$ cat src/mfns_pkg.sv
// ----------------------------------------------------------------------------
// mfns_pkg
// Shared types and constants for the median filtered nearest sensor block.
// ----------------------------------------------------------------------------
package mfns_pkg;

	// fixed field widths
	localparam int SAMPLE_W = 10;
	localparam int CH_W     = 4;
	localparam int DEG_W    = 9;

	// median reported for a channel with no samples
	localparam logic [SAMPLE_W-1:0] EMPTY_MEDIAN = 10'd1023;

	// degrees per channel step
	localparam logic [DEG_W-1:0] DEG_STEP = 9'd30;

	// item modes
	localparam logic MODE_ADD   = 1'b0;
	localparam logic MODE_QUERY = 1'b1;

	// query sequencer states
	typedef enum logic [3:0] {
		ST_IDLE,
		ST_CH_START,
		ST_CAND,
		ST_CAND_WAIT,
		ST_SCAN,
		ST_SCAN_TAIL,
		ST_CAND_END,
		ST_MED,
		ST_CH_END,
		ST_DONE
	} seq_state_t;

	// control from sequencer to the rank unit
	typedef struct packed {
		logic load_cand;
		logic acc;
		logic eval;
	} rank_ctl_t;

endpackage

$ cat src/mfns_store.sv
// ----------------------------------------------------------------------------
// mfns_store
// Sample window memory: one write port, one registered read port.
// ----------------------------------------------------------------------------
module mfns_store
	import mfns_pkg::*;
#(
	parameter int DEPTH = 108,
	parameter int AW    = 7
) (
	input  logic                clk,
	input  logic                wr_en,
	input  logic [AW-1:0]       wr_addr,
	input  logic [SAMPLE_W-1:0] wr_data,
	input  logic [AW-1:0]       rd_addr,
	output logic [SAMPLE_W-1:0] rd_data
);

	logic [SAMPLE_W-1:0] mem [DEPTH];

	// write port
	always_ff @(posedge clk) begin
		if (wr_en) begin
			mem[wr_addr] <= wr_data;
		end
	end

	// registered read port
	always_ff @(posedge clk) begin
		rd_data <= mem[rd_addr];
	end

endmodule

$ cat src/mfns_rank.sv
// ----------------------------------------------------------------------------
// mfns_rank
// Shared compare unit: ranks one candidate sample against a channel window
// and captures the values at the two middle ranks.
// ----------------------------------------------------------------------------
module mfns_rank
	import mfns_pkg::*;
#(
	parameter int CW = 4
) (
	input  logic                clk,
	input  rank_ctl_t           ctl,
	input  logic [SAMPLE_W-1:0] rd_data,
	input  logic [CW-1:0]       k_lo,
	input  logic [CW-1:0]       k_hi,
	output logic [SAMPLE_W-1:0] lo_val,
	output logic [SAMPLE_W-1:0] hi_val
);

	logic [SAMPLE_W-1:0] cand_q;
	logic [CW-1:0]       lt_q;
	logic [CW-1:0]       le_q;
	logic [SAMPLE_W-1:0] lo_q;
	logic [SAMPLE_W-1:0] hi_q;

	// candidate load and rank counting
	always_ff @(posedge clk) begin
		if (ctl.load_cand) begin
			cand_q <= rd_data;
			lt_q   <= '0;
			le_q   <= '0;
		end else if (ctl.acc) begin
			lt_q <= lt_q + CW'(rd_data < cand_q);
			le_q <= le_q + CW'(rd_data <= cand_q);
		end
	end

	// candidate sits at rank k when lt <= k < le
	always_ff @(posedge clk) begin
		if (ctl.eval) begin
			if (lt_q <= k_lo && k_lo < le_q) begin
				lo_q <= cand_q;
			end
			if (lt_q <= k_hi && k_hi < le_q) begin
				hi_q <= cand_q;
			end
		end
	end

	assign lo_val = lo_q;
	assign hi_val = hi_q;

endmodule

$ cat src/mfns_seq.sv
// ----------------------------------------------------------------------------
// mfns_seq
// Sequencer: stores samples into the ring windows and walks every channel
// on a query, driving the rank unit and tracking the lowest median.
// ----------------------------------------------------------------------------
module mfns_seq
	import mfns_pkg::*;
#(
	parameter int WINDOW   = 9,
	parameter int CHANNELS = 12,
	parameter int AW       = 7,
	parameter int CW       = 4
) (
	input  logic                clk,
	input  logic                arst_n,
	input  logic                req_valid,
	output logic                req_ready,
	input  logic                mode,
	input  logic [CH_W-1:0]     channel,
	input  logic [SAMPLE_W-1:0] sample,
	output logic                wr_en,
	output logic [AW-1:0]       wr_addr,
	output logic [SAMPLE_W-1:0] wr_data,
	output logic [AW-1:0]       rd_addr,
	output rank_ctl_t           rank_ctl,
	output logic [CW-1:0]       k_lo,
	output logic [CW-1:0]       k_hi,
	input  logic [SAMPLE_W-1:0] lo_val,
	input  logic [SAMPLE_W-1:0] hi_val,
	output logic                result_rdy,
	input  logic                result_take,
	output logic [CH_W-1:0]     best_ch,
	output logic [SAMPLE_W-1:0] best_med
);

	localparam int ChIdxW = (CHANNELS > 1) ? $clog2(CHANNELS) : 1;

	seq_state_t state_q, state_d;

	logic [CW-1:0]       fill_q [CHANNELS];
	logic [CW-1:0]       slot_q [CHANNELS];
	logic [ChIdxW-1:0]   tbl_idx;
	logic [CW-1:0]       fill_rd;
	logic [CW-1:0]       slot_rd;
	logic                ch_in_range;
	logic                add_en;

	logic [ChIdxW-1:0]   ch_q;
	logic [CW-1:0]       n_q;
	logic [CW-1:0]       i_q;
	logic [CW-1:0]       j_q;
	logic [AW-1:0]       base_q;
	logic [SAMPLE_W-1:0] med_q;
	logic [SAMPLE_W-1:0] best_med_q;
	logic [ChIdxW-1:0]   best_ch_q;
	logic                pend_s1;

	// per-channel table lookup, one address at a time
	assign tbl_idx     = (state_q == ST_IDLE) ? channel[ChIdxW-1:0] : ch_q;
	assign fill_rd     = fill_q[tbl_idx];
	assign slot_rd     = slot_q[tbl_idx];
	assign ch_in_range = ({1'b0, channel} < (CH_W + 1)'(CHANNELS));
	assign req_ready   = (state_q == ST_IDLE);
	assign add_en      = req_valid && req_ready && (mode == MODE_ADD) && ch_in_range;

	// sample write into the ring slot
	assign wr_en   = add_en;
	assign wr_addr = AW'(channel[ChIdxW-1:0]) * AW'(WINDOW) + AW'(slot_rd);
	assign wr_data = sample;

	// fill counts and next slots
	always_ff @(posedge clk or negedge arst_n) begin
		if (!arst_n) begin
			for (int c = 0; c < CHANNELS; c++) begin
				fill_q[c] <= '0;
				slot_q[c] <= '0;
			end
		end else if (add_en) begin
			slot_q[tbl_idx] <= (slot_rd == CW'(WINDOW - 1)) ? '0 : slot_rd + 1'b1;
			if (fill_rd < CW'(WINDOW)) begin
				fill_q[tbl_idx] <= fill_rd + 1'b1;
			end
		end
	end

	// middle ranks of the current channel
	assign k_lo = (n_q - 1'b1) >> 1;
	assign k_hi = n_q >> 1;

	// memory read address: candidate or scanned entry
	assign rd_addr = base_q + AW'((state_q == ST_CAND) ? i_q : j_q);

	// state register
	always_ff @(posedge clk or negedge arst_n) begin
		if (!arst_n) begin
			state_q <= ST_IDLE;
			pend_s1 <= 1'b0;
		end else begin
			state_q <= state_d;
			pend_s1 <= (state_q == ST_SCAN);
		end
	end

	// next state and control
	always_comb begin
		state_d            = state_q;
		rank_ctl.load_cand = (state_q == ST_CAND_WAIT);
		rank_ctl.acc       = pend_s1;
		rank_ctl.eval      = (state_q == ST_CAND_END);
		result_rdy         = (state_q == ST_DONE);
		unique case (state_q)
			ST_IDLE: begin
				if (req_valid && mode == MODE_QUERY) begin
					state_d = ST_CH_START;
				end
			end
			ST_CH_START: begin
				state_d = (fill_rd == '0) ? ST_CH_END : ST_CAND;
			end
			ST_CAND:      state_d = ST_CAND_WAIT;
			ST_CAND_WAIT: state_d = ST_SCAN;
			ST_SCAN: begin
				if (j_q == n_q - 1'b1) begin
					state_d = ST_SCAN_TAIL;
				end
			end
			ST_SCAN_TAIL: state_d = ST_CAND_END;
			ST_CAND_END: begin
				state_d = (i_q == n_q - 1'b1) ? ST_MED : ST_CAND;
			end
			ST_MED:       state_d = ST_CH_END;
			ST_CH_END: begin
				state_d = (ch_q == ChIdxW'(CHANNELS - 1)) ? ST_DONE : ST_CH_START;
			end
			ST_DONE: begin
				if (result_take) begin
					state_d = ST_IDLE;
				end
			end
			default: state_d = ST_IDLE;
		endcase
	end

	// query datapath registers
	always_ff @(posedge clk) begin
		unique case (state_q)
			ST_IDLE: begin
				ch_q <= '0;
			end
			ST_CH_START: begin
				n_q    <= fill_rd;
				base_q <= AW'(ch_q) * AW'(WINDOW);
				i_q    <= '0;
				med_q  <= EMPTY_MEDIAN;
			end
			ST_CAND_WAIT: begin
				j_q <= '0;
			end
			ST_SCAN: begin
				j_q <= j_q + 1'b1;
			end
			ST_CAND_END: begin
				i_q <= i_q + 1'b1;
			end
			ST_MED: begin
				med_q <= SAMPLE_W'(({1'b0, lo_val} + {1'b0, hi_val}) >> 1);
			end
			ST_CH_END: begin
				if (ch_q == '0 || med_q < best_med_q) begin
					best_med_q <= med_q;
					best_ch_q  <= ch_q;
				end
				ch_q <= ch_q + 1'b1;
			end
			ST_CAND, ST_SCAN_TAIL, ST_DONE: begin
			end
			default: begin
			end
		endcase
	end

	assign best_ch  = CH_W'(best_ch_q);
	assign best_med = best_med_q;

endmodule

$ cat src/median_filtered_nearest_sensor.sv
// ----------------------------------------------------------------------------
// median_filtered_nearest_sensor
// Keeps a sliding sample window per sensor channel and, on a query, returns
// the channel with the lowest running median and its direction in degrees.
//
//   channel  handshake             fields
//   req      req_valid/req_ready   mode, channel, sample
//   res      res_valid/res_ready   nearest_channel, direction_deg, nearest_median
//
// A sample item is stored and gives no result.
// A query ranks every candidate against its window on the single compare unit.
// req_ready is low while a query runs and until its result enters the
// output register; the result waits there for res_ready.
// Reset clears fill counts and ring pointers; the sample memory is not cleared.
// ----------------------------------------------------------------------------
module median_filtered_nearest_sensor
	import mfns_pkg::*;
#(
	parameter int WINDOW   = 9,
	parameter int CHANNELS = 12
) (
	input  logic                clk,
	input  logic                arst_n,
	input  logic                req_valid,
	output logic                req_ready,
	input  logic                mode,
	input  logic [CH_W-1:0]     channel,
	input  logic [SAMPLE_W-1:0] sample,
	output logic                res_valid,
	input  logic                res_ready,
	output logic [CH_W-1:0]     nearest_channel,
	output logic [DEG_W-1:0]    direction_deg,
	output logic [SAMPLE_W-1:0] nearest_median
);

	localparam int Depth = CHANNELS * WINDOW;
	localparam int AddrW = (Depth > 1) ? $clog2(Depth) : 1;
	localparam int CntW  = $clog2(WINDOW + 1);

	logic                wr_en;
	logic [AddrW-1:0]    wr_addr;
	logic [SAMPLE_W-1:0] wr_data;
	logic [AddrW-1:0]    rd_addr;
	logic [SAMPLE_W-1:0] rd_data;
	rank_ctl_t           rank_ctl;
	logic [CntW-1:0]     k_lo;
	logic [CntW-1:0]     k_hi;
	logic [SAMPLE_W-1:0] lo_val;
	logic [SAMPLE_W-1:0] hi_val;
	logic                result_rdy;
	logic                result_take;
	logic [CH_W-1:0]     best_ch;
	logic [SAMPLE_W-1:0] best_med;

	logic                res_valid_q;
	logic [CH_W-1:0]     nearest_channel_q;
	logic [DEG_W-1:0]    direction_deg_q;
	logic [SAMPLE_W-1:0] nearest_median_q;

	mfns_store #(
		.DEPTH(Depth),
		.AW   (AddrW)
	) u_store (
		.clk    (clk),
		.wr_en  (wr_en),
		.wr_addr(wr_addr),
		.wr_data(wr_data),
		.rd_addr(rd_addr),
		.rd_data(rd_data)
	);

	mfns_rank #(
		.CW(CntW)
	) u_rank (
		.clk    (clk),
		.ctl    (rank_ctl),
		.rd_data(rd_data),
		.k_lo   (k_lo),
		.k_hi   (k_hi),
		.lo_val (lo_val),
		.hi_val (hi_val)
	);

	mfns_seq #(
		.WINDOW  (WINDOW),
		.CHANNELS(CHANNELS),
		.AW      (AddrW),
		.CW      (CntW)
	) u_seq (
		.clk        (clk),
		.arst_n     (arst_n),
		.req_valid  (req_valid),
		.req_ready  (req_ready),
		.mode       (mode),
		.channel    (channel),
		.sample     (sample),
		.wr_en      (wr_en),
		.wr_addr    (wr_addr),
		.wr_data    (wr_data),
		.rd_addr    (rd_addr),
		.rank_ctl   (rank_ctl),
		.k_lo       (k_lo),
		.k_hi       (k_hi),
		.lo_val     (lo_val),
		.hi_val     (hi_val),
		.result_rdy (result_rdy),
		.result_take(result_take),
		.best_ch    (best_ch),
		.best_med   (best_med)
	);

	// result moves into the output register once it is free
	assign result_take = result_rdy && (!res_valid_q || res_ready);

	// output valid
	always_ff @(posedge clk or negedge arst_n) begin
		if (!arst_n) begin
			res_valid_q <= 1'b0;
		end else if (result_take) begin
			res_valid_q <= 1'b1;
		end else if (res_ready) begin
			res_valid_q <= 1'b0;
		end
	end

	// output payload
	always_ff @(posedge clk) begin
		if (result_take) begin
			nearest_channel_q <= best_ch;
			direction_deg_q   <= DEG_W'((DEG_W'(best_ch) + 1'b1) * DEG_STEP);
			nearest_median_q  <= best_med;
		end
	end

	assign res_valid       = res_valid_q;
	assign nearest_channel = nearest_channel_q;
	assign direction_deg   = direction_deg_q;
	assign nearest_median  = nearest_median_q;

endmodule

$ cat config.mk
export PLATFORM = sky130hd
export DESIGN_NAME = median_filtered_nearest_sensor
export DESIGN_NICKNAME = d
export VERILOG_FILES = /design/src/mfns_pkg.sv /design/src/mfns_store.sv /design/src/mfns_rank.sv /design/src/mfns_seq.sv /design/src/median_filtered_nearest_sensor.sv
export SDC_FILE = /design/constraint.sdc
export NUM_CORES = 1
export LEC_CHECK = 0
export BUFFER_PORTS_ARGS = -buffer_cell sky130_fd_sc_hd__buf_2
export CORE_ASPECT_RATIO = 1.5
export CORE_MARGIN = 4
export CORE_UTILIZATION = 30
export DETAILED_ROUTE_END_ITERATION = 8
export PLACE_DENSITY = 0.56
export SYNTH_ARGS = -nofsm -noshare
export SYNTH_HDL_FRONTEND = slang
export SYNTH_SLANG_ARGS = --single-unit
$ cat constraint.sdc
create_clock -name clk -period 8.7 [get_ports clk]
set_clock_uncertainty 0.05 [all_clocks]
set_input_delay 2.175 -clock clk [delete_from_list [all_inputs] [get_ports clk]]
set_output_delay 2.175 -clock clk [all_outputs]
set_load 0.02 [all_outputs]
Word level (Yosys, flattened, before mapping). Memories as Yosys holds them, arrays and structs flattened. A register that Yosys moved wholly into a read port is not among the register bits. Index checks and enable logic that the tools add are counted.

Register bits: 209. Latch bits: 0. Memory bits (writable): 1080. Memory bits (read-only): 0. Input port bits: 19. Memories: 1.

$add $sub $neg: 12. Multiply operators: 3. Divide/modulo/power cells: 0. Magnitude comparators: 11. Eq/ne operators: 16. Shift-type cells: 0. Mux-type cells: 28. Bitwise gates (word level): 2. Reductions and logical operators: 24.

Memory list: u_store.mem (depth 108, bits a word 10, read ports 1, clocked after Yosys merged registers in 1, wr ports 1, RTL line mfns_store.sv:19) `logic [SAMPLE_W-1:0] mem [DEPTH];`.

Operators by type and width (count): $bwmux 48 (2); $mux 4 (13); $pmux 4 s10 (1); $bmux 4 s4 (2); $pmux 4 s2 (3); $add 4x1->4 const B (5); $lt 10x10->1 (2); $pmux 10 s2 (1); $demux 4 s4 (1); $eq 4x3->1 const B (4); $eq 4x4->1 const B (4); $mul 4x4->7 const B (2); $logic_not 4->1 (3); $add 10x10->11 (1); $le 10x10->1 (1); $reduce_bool 2->1 (5); $add 4x1->4 (2); $eq 4x2->1 const B (2); $eq 4x4->1 (2); $le 4x3->1 (2); $logic_and 1x1->1 (8); $lt 3x4->1 (2); $lt 4x4->1 const B (2); $mul 5x4->8 const B (1); other kinds (17) (25).

Logic depth before layout (Yosys ltp).
Word-level depth: 9. Depth in mapped cells: 22. Gate-level depth less buffers: 18.

By module. Synthesis repeated with hierarchy kept, for this count alone.

Cells, all modules: 2929. Area total of the unflattened synthesis: 53695.2 um^2.

By module, submodules not included: mfns_store (times used 1, cells each 2048, area each 42413.2 um^2); mfns_seq (times used 1, cells each 654, area each 8285.4 um^2); mfns_rank (times used 1, cells each 147, area each 1841.8 um^2); median_filtered_nearest_sensor (times used 1, cells each 80, area each 1154.9 um^2).

Least setup slack after synthesis. Ideal clock, no wire load.

Path type: input -> register. Start point: input channel[2]. End point: memory u_store.mem[72][0] (enable). Data arrival time: 5.659 ns. Data required time: 8.274 ns. Slack: 2.615 ns. Cell stages on the path: 17. Path buffers: 1. Cells stage by stage: nand2b_1 -> mux2i_2 -> nand2_1 -> o22a_1 -> and3_1 -> clkbuf_1 -> inv_1 -> ha_1 -> ha_1 -> a21o_1 -> a21oi_1 -> o21bai_1 -> a21oi_1 -> xor2_1 -> nor2_1 -> nand2_1 -> nor2_1.

Cells in the longest elaborated chain, start to end: 6. Elaborated cells on any way between the ends: 11. Those cells by class: 1 x add/sub; 1 x mul; 1 x order compare; 6 x mux; 1 x bitwise; 1 x reduce/logical.

Ends and longest elaborated chain: from (decl) (RTL line median_filtered_nearest_sensor.sv:27) `input logic [CH_W-1:0] channel,`; parallel branches: the longest is 6 deep, another holds $mul 4x4->7; to (decl) (RTL line mfns_store.sv:19).

Several ways; the timed one is not identified. The select of a mux whose other input is x is not followed.

Final worst setup path.
Start point: input channel[0]. End point: memory u_store.mem[37][4] (enable).

The elaborated chain is that of the path after synthesis.

==> run metrics <==
Placer Congestion=0.830; Synth area leaders=edfxtp_1 (67%), mux4_2 (14%), dfrtp_1 (4.9%), ha_1 (1.9%), mux2i_1 (1.7%); crit path max fanout=19; Synth top cells by count=edfxtp_1 (1,179), mux4_2 (337), nor2_1 (166); top_reg_cell synth=edfxtp_1; register area share after synthesis=0.729; number of synthesized register bits=1,299; largest family of logic cells by synthesized area=multiplexers; CTS-repair resized insts=0; synth unique cells=61; setup repair bufs after CTS=0; GRT Resource Usage Total=0.138; core area=0.174 mm²; Final Cell Area=0.0600 mm²; initial antenna violation count=2; number of warnings issued by yosys=0; Vias=24,652; setup violation total in the final timing report=0; Syn Inst Count=2,596; DRT iter0 DRCs=2,012; area leader, netlist=edfxtp_1; CTS clk-pin slew, worst paths=0.07 ns; Post-Synth Adder-Cell Area=0.0218; Mapped Nets=2,702; XOR/XNOR Fraction of Synth Area=0.00816; largest net degree at the start of global routing=85; unrepaired setup endpoints after global routing=no; Port Buffer Count=42; Slew Limit Headroom=0.184; Layout area overhead=14.0%; average size of a mapped cell=20.3 µm²; Setup WS pre-CTS=0.798 ns; CTS Hold Bufs=0; dpl cells=4,889; Startpoint Class=input pin; vias per cell=4.83; Req. time, crit path=9.02 ns; Num CTS Buffers=113; Netlist Area Pre-Place=0.0526 mm²; Hold Slack=0.391 ns; Die H=521 µm; CP endpoint kind=register; fmax=141 MHz; Pre-antenna DRT Iters=4; Peak VDD IR=0.469 mV; H-tree Lvls=3; most common cell in the netlist=edfxtp_1; drt wl/cell=24.6 µm; Fin. Hold Viols=0; # Max-Cap Violations=0; Tmin final=7.12 ns; DRT Wirelength=126,000 µm; ANT nets after route=0; Site Rows=187; Hold Crit Class=reg2reg; Nets=2,842; die footprint=0.182 mm²; layout cells sized above 1=0.271; final worst-path cycle share=0.818; Post-DP HPWL=81,700 µm; deepest clock path buffer count=3; P_leak=19.8 nW; DRC viols=0; post-synthesis mux area share=0.182; EDFF count, synth=1,179; pwr/cell area=358 mW/mm²; Setup WS post-layout=1.58 ns; post-synthesis compound-gate area fraction=0.0198; Setup TNS=0 ns; Critical Path AT=7.44 ns; vias in the first global route=26,261; first-pass GRT wire length=185,000 µm; Synth Area in Simple Gates=0.0257; CTS Root Cell=clkbuf_16; slew at the pin closest to its max-slew limit=1.22 ns; top-area cell type share of the netlist area=0.673; Synth async-reset ratio=0.0785; clk_lat worst skew=0.75 ns; Sink Count=1,299; Ports=44; TritonCTS clock tree=yes; initial cell density of the core=0.303; Die W=350 µm; Final Slew Violations=0; outcome=complete, no violations; non-filler cells in the finished layout=5,106; Placed Area=0.0561 mm²; grt total ovfl=0; critical path class=in2reg
[cell families (layout without fill, tap and decap cells)]
| group | Yosys count | count (layout) |
|---|---|---|
| DFF | 1299 | 1299 |
| other | 1 | 2 |
| AOI/OAI and AO/OA | 148 | 148 |
| xor gates and xnor gates | 49 | 49 |
| adders and majority gates | 87 | 87 |
| buffers and inverters | 179 | 420 |
| and+or+nand+nor | 312 | 312 |
| muxes | 521 | 521 |
[worst paths after layout]
| path | end | startpoint | slack (ns) | cells after the start |
|---|---|---|---|---|
| max | u_store.mem[37][4] | channel[0] | 1.58 | 16 |
| min | u_rank.cand_q[8] | u_store.rd_data[8] | 0.39 | 0 |
| max reg2reg | u_store.mem[37][4] | u_seq.state_q[1] | 1.88 | 18 |
| min reg2reg | u_rank.cand_q[8] | u_store.rd_data[8] | 0.39 | 0 |
| max in group asynchronous | u_seq.slot_q[3] | arst_n | 5.99 | 2 |
| min in group asynchronous | u_seq.fill_q[18] | arst_n | 1.36 | 1 |
[cell usage in the layout (no fill, tap or decap), types with 70 or more instances in the layout]
| cell type | synthesis | layout |
|---|---|---|
| mux2i_1 | 89 | 88 |
| mux2_2 | 79 | 79 |
| dfrtp_1 | 102 | 102 |
| buf_4 | 3 | 101 |
| ha_1 | 79 | 78 |
| clkbuf_16 | 0 | 114 |
| nor2_1 | 166 | 166 |
| mux4_2 | 337 | 337 |
| edfxtp_1 | 1179 | 1179 |
| nand2_1 | 71 | 70 |
[through the flow]
stage          total power [mW]   util
2_1_floorplan              13.4      -
3_3_place_gp               16.5  0.323
3_5_place_dp               16.5  0.323
4_1_cts                    21.7  0.345
5_1_grt                    22.3  0.345
6_report                   21.5  0.345
[where the power goes]
part	leakage (nW)	total [mW]	internal (mW)	switching, mW
clock	1.83	5.22	2.86	2.36
combinational	5.91	8.96	3.95	5.01
sequential	12.1	7.29	7.10	0.192
total	19.8	21.5	13.9	7.56
[flip-flops by register name (all words and copies together), names as in the netlist]
name and flops:
u_seq.base_q 7, u_seq.i_q 4, u_rank.le_q 4, u_store.rd_data 10, u_rank.hi_val 10, direction_deg 8
u_rank.lt_q 4, nearest_channel 4, u_seq.ch_q 4, u_seq.n_q 4, u_rank.lo_val 10, u_rank.cand_q 10
u_seq.best_med 10, u_seq.med_q 10, u_seq.fill_q 48, u_seq.slot_q 48, u_store.mem 1080, u_seq.j_q 4
u_seq.pend_s1 1, u_seq.state_q 4, res_valid 1, u_seq.best_ch 4, nearest_median 10
[layout make-up]
class	count	area, µm²
diodes	1	2.50
inverters	66	248
clock buffers	131	2930
fillers	16141	114000
clock inverters	85	923
repair buffers	138	1030
multi-input cells	1118	13700
flip-flops and latches	1299	38300
well taps	2268	2840
[critical path, cell delays in order]
cell,delay (ns)
buf_2,0.15
mux2i_4,0.66
buf_4,0.37
mux2i_1,0.22
o22ai_1,0.09
or3_1,0.44
ha_1,0.30
ha_1,0.23
fa_1,0.44
a21oi_1,0.15
nor2_1,0.06
nor2_1,0.18
xor2_1,0.12
nor2_1,0.63
nand2_1,0.43
nor2_1,0.76
[routing by layer]
metal  global-route usage  part of all wire
met5                    0           0.00010
met4               0.0594             0.041
met3               0.0153             0.035
met2                0.258              0.55
met1                0.158              0.38
Note: power is estimated with default switching activity, not from simulation.
